`src/ufdiv_pkg.sv`:
```
package ufdiv_pkg;

    localparam int QuotBits = 31;
    localparam int MantW = 31;
    localparam int ExpInW = 9;
    localparam int ExpOutW = 10;
    localparam int RemW = 32;
    localparam int BitsPerStage = 4;
    localparam int NumStages = (QuotBits + BitsPerStage - 1) / BitsPerStage;

    localparam logic [2:0] ClsSnan = 3'd0;
    localparam logic [2:0] ClsQnan = 3'd1;
    localparam logic [2:0] ClsZero = 3'd2;
    localparam logic [2:0] ClsNum  = 3'd3;
    localparam logic [2:0] ClsInf  = 3'd4;

    localparam logic [1:0] RegNanClass = 2'd0;
    localparam logic [1:0] RegNanSign  = 2'd1;
    localparam logic [1:0] RegNanMant  = 2'd2;

    localparam logic [6:0] GuardMask = 7'h7F;
    localparam logic [6:0] GuardHalf = 7'h40;

    typedef struct packed {
        logic                      bypass;
        logic [2:0]                cls;
        logic                      sign;
        logic signed [ExpOutW-1:0] exp;
        logic [MantW-1:0]          mant;
        logic [RemW-1:0]           rem;
        logic [MantW-1:0]          dvsr;
    } t_stage;

endpackage

```
`src/unpacked_float_divide.sv`:
```
// Unpacked single-precision divider.
// Input request on s_axis: tdata carries dividend class, sign, exp, mant,
// then divisor class, sign, exp, mant (lowest bits first). Result on
// m_axis: tdata carries quotient class, sign, exp, mant.
// The configuration port (APB, pready always high) holds the default NaN:
// nan_class at 0x0, nan_sign at 0x4, nan_mant at 0x8; all reset to 0.
// Special operands are resolved in the first stage and ride along the pipe.
// Finite operands run a restoring divide, up to four quotient bits per stage
// over eight stages, then a rounding stage and an output register.
// Throughput: one request per cycle unless the output stalls; the pipe has no feedback path.
// Stall: when m_axis_tready is low and the output register is full, every
// stage holds and s_axis_tready drops; the pipe advances as one whole, so
// a bubble inside it does not absorb a stall. Nothing is lost or repeated.
// Reset (i_rst_n low, synchronous) empties all valid bits and clears the
// configuration registers.
module unpacked_float_divide (
    input  logic        i_clk,
    input  logic        i_rst_n,
    input  logic        s_axis_tvalid,
    output logic        s_axis_tready,
    // a_cls[2:0] a_sign[3] a_exp[12:4] a_mant[43:13] b_cls[46:44] b_sign[47]
    // b_exp[56:48] b_mant[87:57], zero fill to 95
    input  logic [95:0] s_axis_tdata,
    output logic        m_axis_tvalid,
    input  logic        m_axis_tready,
    // cls[2:0] sign[3] exp[13:4] mant[44:14], zero fill to 47
    output logic [47:0] m_axis_tdata,
    input  logic        psel,
    input  logic        penable,
    input  logic        pwrite,
    input  logic [3:0]  paddr,
    input  logic [31:0] pwdata,
    output logic [31:0] prdata,
    output logic        pready
);
    localparam int NS = ufdiv_pkg::NumStages;
    localparam int BPS = ufdiv_pkg::BitsPerStage;
    localparam int MW = ufdiv_pkg::MantW;
    localparam int RW = ufdiv_pkg::RemW;
    localparam int EW = ufdiv_pkg::ExpOutW;

    logic          r_nan_class, r_nan_sign;
    logic [MW-1:0] r_nan_mant;
    logic          cfg_wr;
    logic [1:0]    cfg_idx;

    assign pready = 1'b1;
    assign cfg_wr = psel && penable && pwrite;
    assign cfg_idx = paddr[3:2];

    always_ff @(posedge i_clk) begin
        if (!i_rst_n) begin
            r_nan_class <= 1'b0;
            r_nan_sign  <= 1'b0;
            r_nan_mant  <= '0;
        end else if (cfg_wr) begin
            case (cfg_idx)
                ufdiv_pkg::RegNanClass: r_nan_class <= pwdata[0];
                ufdiv_pkg::RegNanSign:  r_nan_sign  <= pwdata[0];
                ufdiv_pkg::RegNanMant:  r_nan_mant  <= pwdata[MW-1:0];
                default: ;
            endcase
        end
    end

    always_comb begin
        case (cfg_idx)
            ufdiv_pkg::RegNanClass: prdata = {31'd0, r_nan_class};
            ufdiv_pkg::RegNanSign:  prdata = {31'd0, r_nan_sign};
            ufdiv_pkg::RegNanMant:  prdata = {1'b0, r_nan_mant};
            default:                prdata = '0;
        endcase
    end

    // pipeline: stage 0 = decode, 1..NS = divide, NS+1 = round, NS+2 = output
    localparam int LastDiv = NS;
    logic                  adv;
    logic [NS+2:0]         r_vld;
    ufdiv_pkg::t_stage     r_st [0:NS];
    ufdiv_pkg::t_stage     n_st [0:NS];
    logic [MW-1:0]         r_q  [1:NS];
    logic [MW-1:0]         n_q  [1:NS];
    logic [47:0]           r_out_data, n_out_data;
    logic [47:0]           r_rnd_data;

    assign adv = !r_vld[NS+2] || m_axis_tready;
    assign s_axis_tready = adv;
    assign m_axis_tvalid = r_vld[NS+2];
    assign m_axis_tdata  = r_out_data;

    always_ff @(posedge i_clk) begin
        if (!i_rst_n) begin
            r_vld <= '0;
        end else if (adv) begin
            r_vld <= {r_vld[NS+1:0], s_axis_tvalid};
        end
    end

    // decode and special cases
    logic [2:0]           a_cls, b_cls;
    logic                 a_sgn, b_sgn;
    logic signed [8:0]    a_exp, b_exp;
    logic [MW-1:0]        a_man, b_man;
    logic signed [EW-1:0] exp_diff;

    assign a_cls = s_axis_tdata[2:0];
    assign a_sgn = s_axis_tdata[3];
    assign a_exp = s_axis_tdata[12:4];
    assign a_man = s_axis_tdata[43:13];
    assign b_cls = s_axis_tdata[46:44];
    assign b_sgn = s_axis_tdata[47];
    assign b_exp = s_axis_tdata[56:48];
    assign b_man = s_axis_tdata[87:57];
    assign exp_diff = EW'(a_exp) - EW'(b_exp);

    always_comb begin
        n_st[0] = '0;
        n_st[0].sign = a_sgn ^ b_sgn;
        n_st[0].dvsr = b_man;
        if (a_cls == ufdiv_pkg::ClsSnan || a_cls == ufdiv_pkg::ClsQnan) begin
            n_st[0].bypass = 1'b1;
            n_st[0].cls = a_cls;
            n_st[0].sign = a_sgn;
            n_st[0].exp = EW'(a_exp);
            n_st[0].mant = a_man;
        end else if (b_cls == ufdiv_pkg::ClsSnan || b_cls == ufdiv_pkg::ClsQnan) begin
            n_st[0].bypass = 1'b1;
            n_st[0].cls = b_cls;
            n_st[0].sign = b_sgn;
            n_st[0].exp = EW'(b_exp);
            n_st[0].mant = b_man;
        end else if (a_cls == ufdiv_pkg::ClsInf || a_cls == ufdiv_pkg::ClsZero) begin
            n_st[0].bypass = 1'b1;
            if (a_cls == b_cls) begin
                n_st[0].cls = {2'b00, r_nan_class};
                n_st[0].sign = r_nan_sign;
                n_st[0].mant = r_nan_mant;
            end else begin
                n_st[0].cls = a_cls;
                n_st[0].exp = EW'(a_exp);
                n_st[0].mant = a_man;
            end
        end else if (b_cls == ufdiv_pkg::ClsInf) begin
            n_st[0].bypass = 1'b1;
            n_st[0].cls = a_cls;
        end else if (b_cls == ufdiv_pkg::ClsZero) begin
            n_st[0].bypass = 1'b1;
            n_st[0].cls = ufdiv_pkg::ClsInf;
            n_st[0].exp = EW'(a_exp);
            n_st[0].mant = a_man;
        end else begin
            n_st[0].cls = a_cls;
            // pre-normalize so the first quotient bit is the top one
            if (a_man < b_man) begin
                n_st[0].exp = exp_diff - EW'(1);
                n_st[0].rem = {a_man, 1'b0};
            end else begin
                n_st[0].exp = exp_diff;
                n_st[0].rem = {1'b0, a_man};
            end
        end
    end

    always_ff @(posedge i_clk) begin
        if (adv) begin
            r_st[0] <= n_st[0];
        end
    end

    // divide stages, up to BPS quotient bits each (the last stage takes the rest), MSB first
    for (genvar s = 1; s <= NS; s++) begin : g_div
        always_comb begin
            logic [RW-1:0] rem;
            logic [MW-1:0] q;
            int            pos;
            n_st[s] = r_st[s-1];
            rem = r_st[s-1].rem;
            q = (s == 1) ? '0 : r_q[(s == 1) ? 1 : s-1];
            for (int k = 0; k < BPS; k++) begin
                pos = ufdiv_pkg::QuotBits - 1 - ((s - 1) * BPS + k);
                if (pos >= 0) begin
                    if (rem >= RW'(r_st[s-1].dvsr)) begin
                        q[pos] = 1'b1;
                        rem = rem - RW'(r_st[s-1].dvsr);
                    end
                    rem = {rem[RW-2:0], 1'b0};
                end
            end
            n_st[s].rem = rem;
            n_q[s] = q;
        end
        always_ff @(posedge i_clk) begin
            if (adv) begin
                r_st[s] <= n_st[s];
                r_q[s]  <= n_q[s];
            end
        end
    end

    // round to even on the guard bits
    always_comb begin
        logic [MW-1:0] q;
        q = r_q[LastDiv];
        if ((q[6:0] & ufdiv_pkg::GuardMask) == ufdiv_pkg::GuardHalf
                && (q[7] || r_st[LastDiv].rem != '0)) begin
            q = q + MW'(ufdiv_pkg::GuardHalf);
        end
        if (r_st[LastDiv].bypass) begin
            n_out_data = {3'd0, r_st[LastDiv].mant, r_st[LastDiv].exp,
                          r_st[LastDiv].sign, r_st[LastDiv].cls};
        end else begin
            n_out_data = {3'd0, q, r_st[LastDiv].exp,
                          r_st[LastDiv].sign, r_st[LastDiv].cls};
        end
    end

    always_ff @(posedge i_clk) begin
        if (adv) begin
            r_rnd_data <= n_out_data;
            r_out_data <= r_rnd_data;
        end
    end

    a_out_hold: assert property (@(posedge i_clk) disable iff (!i_rst_n)
        m_axis_tvalid && !m_axis_tready |=> m_axis_tvalid)
        else $error("result dropped under stall");
    a_ready_free: assert property (@(posedge i_clk) disable iff (!i_rst_n)
        !m_axis_tvalid |-> s_axis_tready)
        else $error("input blocked with empty output");
    a_pipe_shift: assert property (@(posedge i_clk) disable iff (!i_rst_n)
        adv |=> r_vld[1] == $past(r_vld[0]))
        else $error("valid bit lost in pipe");
    a_pipe_stall: assert property (@(posedge i_clk) disable iff (!i_rst_n)
        !adv |=> $stable(r_vld))
        else $error("pipe moved while stalled");
endmodule

```
`config.mk`:
```
export PLATFORM = sky130hd
export DESIGN_NAME = unpacked_float_divide
export DESIGN_NICKNAME = d
export VERILOG_FILES = /design/src/ufdiv_pkg.sv /design/src/unpacked_float_divide.sv
export SDC_FILE = /design/constraint.sdc
export NUM_CORES = 2
export LEC_CHECK = 0
export BUFFER_PORTS_ARGS = -buffer_cell sky130_fd_sc_hd__buf_2
export CAP_MARGIN = 40
export CELL_PAD_IN_SITES_DETAIL_PLACEMENT = 1
export CELL_PAD_IN_SITES_GLOBAL_PLACEMENT = 1
export CORE_MARGIN = 1.5
export CORE_UTILIZATION = 55
export CTS_CLUSTER_SIZE = 16
export DETAILED_ROUTE_END_ITERATION = 7
export GPL_TIMING_DRIVEN = 0
export PLACE_DENSITY_LB_ADDON = 0.1
export SYNTH_ARGS = -nofsm -noshare
export SYNTH_HDL_FRONTEND = slang
export SYNTH_SLANG_ARGS = --single-unit
```
`constraint.sdc`:
```
create_clock -name i_clk -period 63.7 [get_ports i_clk]
set_input_delay 6.37 -clock i_clk [delete_from_list [all_inputs] [get_ports i_clk]]
set_output_delay 6.37 -clock i_clk [all_outputs]
set_load 0.02 [all_outputs]
```
======== Word-level counts from Yosys, hierarchy flattened ========
Memory sizes are Yosys's and may differ from the RTL's.
Cells that the tools add are included.
word-level totals
  flip-flop bits (word level) ............. 140
  memory bits (writable) .................. 1229
  memories kept ........................... 2
cells by class
  $add $sub $neg .......................... 34
  $lt $le $gt $ge ......................... 32
  equality and inequality tests ........... 10
  mux-type cells .......................... 88
  bitwise logic cells ..................... 1
  reduce and logical (&&, ||, !) cells .... 16
memories
  name  depth  width  rd ports  clocked after Yosys merged registers in  wr ports  RTL line                     RTL
  r_st  9      109    9         0                                        9         unpacked_float_divide.sv:79  ufdiv_pkg::t_stage r_st [0:NS];
  r_q   8      31     8         0                                        8         unpacked_float_divide.sv:81  logic [MW-1:0] r_q [1:NS];
operators by type and width
  kind                                                                    count
  31-bit 2-to-1 mux                                                       34
  32-bit by 31-bit >= comparator with 1-bit output                        31
  31-bit subtractor                                                       31
  32-bit 2-to-1 mux                                                       5
  31-bit case mux with 3 select lines                                     1
  46-bit 2-to-1 mux                                                       2
  73-bit 2-to-1 mux                                                       1
  45-bit 2-to-1 mux                                                       1
  41-bit 2-to-1 mux                                                       1
  1-bit 2-to-1 mux                                                        36
  32-bit nonzero test                                                     1
  31-bit by 7-bit adder with 31-bit output (second input constant)        1
  31-bit less-than comparator                                             1
  10-bit 2-to-1 mux                                                       3
  10-bit by 2-bit subtractor with 10-bit output (second input constant)   1
  9-bit by 9-bit subtractor with 10-bit output                            1
  4-bit 2-to-1 mux                                                        2
  7-bit equality test (second input constant)                             1
  3-bit by 1-bit equality test with 1-bit output (second input constant)  2
  3-bit by 2-bit equality test with 1-bit output (second input constant)  2
  3-bit equality test (second input constant)                             2
  3-bit zero test                                                         2
  3-bit 2-to-1 mux                                                        2
  2-bit AND reduction                                                     3
  other kinds (8)                                                         14

======== Longest topological paths before layout ========
An unclocked memory read counts as a cell.
  word-level depth ........................ 9
  depth in mapped cells ................... 57

======== Worst setup path after synthesis ========
OpenSTA, ideal clock, no wires.
  path type ............................... input to output
  from .................................... in m_axis_tready
  to ...................................... out s_axis_tready
  arrival ................................. 38.531 ns
  data required time ...................... 57.330 ns
  slack ................................... 18.799 ns
  stages .................................. 3
  buffers on the path ..................... 1
  cells stage by stage .................... nor2b_1 inv_1 clkbuf_1
on the way
  cells in the longest elaborated chain, start to end .. 1
ends and longest elaborated chain
  item                RTL line                     RTL
  start: declaration  unpacked_float_divide.sv:25  input logic m_axis_tready,
  1-bit logical OR    unpacked_float_divide.sv:86  assign adv = !r_vld[NS+2] || m_axis_tready;
  end: declaration    unpacked_float_divide.sv:20  output logic s_axis_tready,
No other way between the ends.

==> out/summary.txt <==
outcome = finished with violations
violations in the final reports = DRC
Worst Setup Path Type = register to register
relative max-transition margin = 0.300
slowest cell delay on critical path = 0.72 ns
full die area = 180,000 um^2
actual slew at the worst max-slew pin = 1.04 ns
post-synth top area share = 0.361
site row count = 154
worst-case register-to-register setup slack = 44.30 ns
required time reported for the critical path endpoint = 64.21 ns
hold violation total from the final report = 0
DRC violation count after routing = 1
final-report max-slew violation count = 0
class of the tightest hold or removal check = register to register
proportion of layout cells with a drive suffix above 1 = 0.0994
Avg WL per Cell = 25.8 um
maximum root-to-sink buffer count = 3
gp weighted congestion = 0.959
via count of the first global-routing pass = 87,100
library cell used as clock root buffer = clkbuf_16
post-CTS setup buffers = 0
antenna violations before repair = 14
core area = 176,000 um^2
largest area contributor in the netlist = edfxtp_1
post_cts resized = 0
total clock sinks = 1,219
HPWL after DPL = 258 mm
post-synthesis instance area = 97,800 um^2
Final Critical Period = 19.40 ns
gr ovfl total = 0
Peak Freq = 51.5 MHz
Post-synth EDFFs = 1,175
count of different cell masters after synthesis = 102
mean post-synth cell area = 9.63 um^2
CTS tree = yes
wire length of the first global-routing pass = 510 mm
crit path capture type = register
width of the die = 425 um
via count normalized by instance count = 6.45
Setup Total Neg Slack = 0 ns
clk slew on worst S/H paths = 0.07 ns
number of register bits inferred by synthesis = 1,219
Syn-to-layout area delta = 9.37%
most frequently used cell type in the post-synthesis netlist = edfxtp_1
Die Span Y = 425 um
most frequent cells after synthesis = edfxtp_1 (1,175), ha_1 (980), a21oi_1 (918)
Most used DFF post-synth = edfxtp_1
I/O pin count = 222
cell with the largest stage delay on the worst path = a211oi_2
synth warn = 0
clock tree skew after final layout = 0.0669 ns
Inserted Clock Buffers = 136
Worst path top cell family by delay = compound AO/OA/AOI/OAI gates
violation count after the first detailed-routing iteration = 7,148
gr usage total = 0.362
total detailed-routing wirelength = 335 mm
Clock Latency Late Sink = 0.84 ns
initial standard-cell utilization of the core = 0.555
maximum level of the CTS H-tree = 4
total via count in the routed design = 83,700
count of input and output buffers = 202
detailed-router iteration count before antenna repair = 8
critical path buffer and inverter count = 10
RSZ-0062 raised after global routing = false
proportion of register bits with asynchronous set or reset after synthesis = 0
Final period util = 0.305
Crit path arrival time = 19.91 ns
Worst Path Max Fanout = 10
post-synthesis cell count = 10,100
final setup violation count = 0
Max-cap violations = 0
Antenna Nets Post-Route = 0
final-stage net count = 11,700
maximum number of pins on one net before global-route repair = 75
sequential area share after synthesis = 0.370
Hold-fix buffers, CTS = 0
crit start category = register
top post-synthesis cells by area = edfxtp_1 (36%), ha_1 (13%), mux2_2 (5.2%), xnor2_1 (4.7%), a21oi_1 (4.7%)
per-stage QoR:
stage	area, um^2	utilization	hold WS, ns	setup slack (ns)	instances
2_1_floorplan	97800	-	0.400	18.80	10200
3_3_place_gp	102000	0.577	0.400	4.00	12700
3_5_place_dp	102000	0.580	0.405	45.26	12700
4_1_cts	107000	0.606	0.405	44.88	13000
5_1_grt	107000	0.606	0.412	43.51	13000
6_report	107000	0.607	0.402	44.30	13000
layout make-up:
class / count / area (um^2)
repair buffers: 234 / 1600
clock inverters: 82 / 1080
diodes: 14 / 35.0
plain buffers: 245 / 1040
well taps: 2340 / 2930
flip-flops and latches: 1219 / 36200
clock buffers: 161 / 3500
inverters: 577 / 2170
multi-input cells: 8111 / 58400
fillers: 19900 / 69400
final timing paths:
check / from / to / cells past startpoint
max: r_st[0][109] / r_st[1][58] / 54
min reg2reg: r_st[1][79] / r_st[1][188] / 0
min: r_st[1][79] / r_st[1][188] / 0
max reg2reg: r_st[0][109] / r_st[1][58] / 54
layout by cell type, fill, tap and decap left out, types with 44 or more instances in the layout:
cell / n
clkbuf_16: 136
buf_2: 243
o21ai_0: 648
clkbuf_1: 182
o21a_1: 170
o21bai_1: 102
a211oi_1: 107
nor2b_1: 105
nand2_1: 791
dfxtp_1: 44
ha_1: 980
edfxtp_1: 1175
nor2_1: 729
a21o_1: 387
a21oi_1: 918
nand4_1: 74
o31ai_1: 76
mux2i_1: 67
or2_2: 47
a31oi_1: 81
nand3_1: 179
nor3_1: 159
nand2b_1: 160
o211ai_1: 67
and3_1: 103
xor2_1: 291
inv_1: 565
xnor2_1: 528
a21boi_0: 72
and2_1: 93
mux2_2: 455
cells by family (layout without fill, tap and decap cells):
kind of cell,Yosys count,count (layout),share of synthesized area
AO/OA/AOI/OAI,3112,3112,0.206
XOR/XNOR,819,819,0.0734
adder cells (fa/ha/maj),990,990,0.127
buffers and inverters,822,1299,0.0328
flip-flops,1219,1219,0.370
multiplexers,550,550,0.0629
other,2,19,0.0000768
AND/OR/NAND/NOR,2635,2635,0.128
state kept, by name (all words and copies together), names as in the netlist:
| signal | flops |
|---|---|
| r_rnd_data | 45 |
| r_nan_class | 1 |
| r_vld | 11 |
| r_nan_sign | 1 |
| r_st | 942 |
| r_nan_mant | 31 |
| r_q | 143 |
| m_axis_tdata | 45 |
worst reg2reg max path: cells and delay by family (launching register included):
kind	cells	cell delay, ns
buf+inv	10	4.55
flops	1	0.47
compound gates	28	9.60
mux	1	0.42
fa+ha+maj	4	1.49
simple gates	11	2.52
layer usage:
layer / part of all wire / GRT usage
met1: 0.42 / 0.456
met2: 0.48 / 0.616
met3: 0.054 / 0.0416
met4: 0.053 / 0.176
met5: 0.00010 / 0
Power is left out: the tool's default activity adds up to more than one toggle a clock period on the data nets, which glitch-free logic cannot reach.
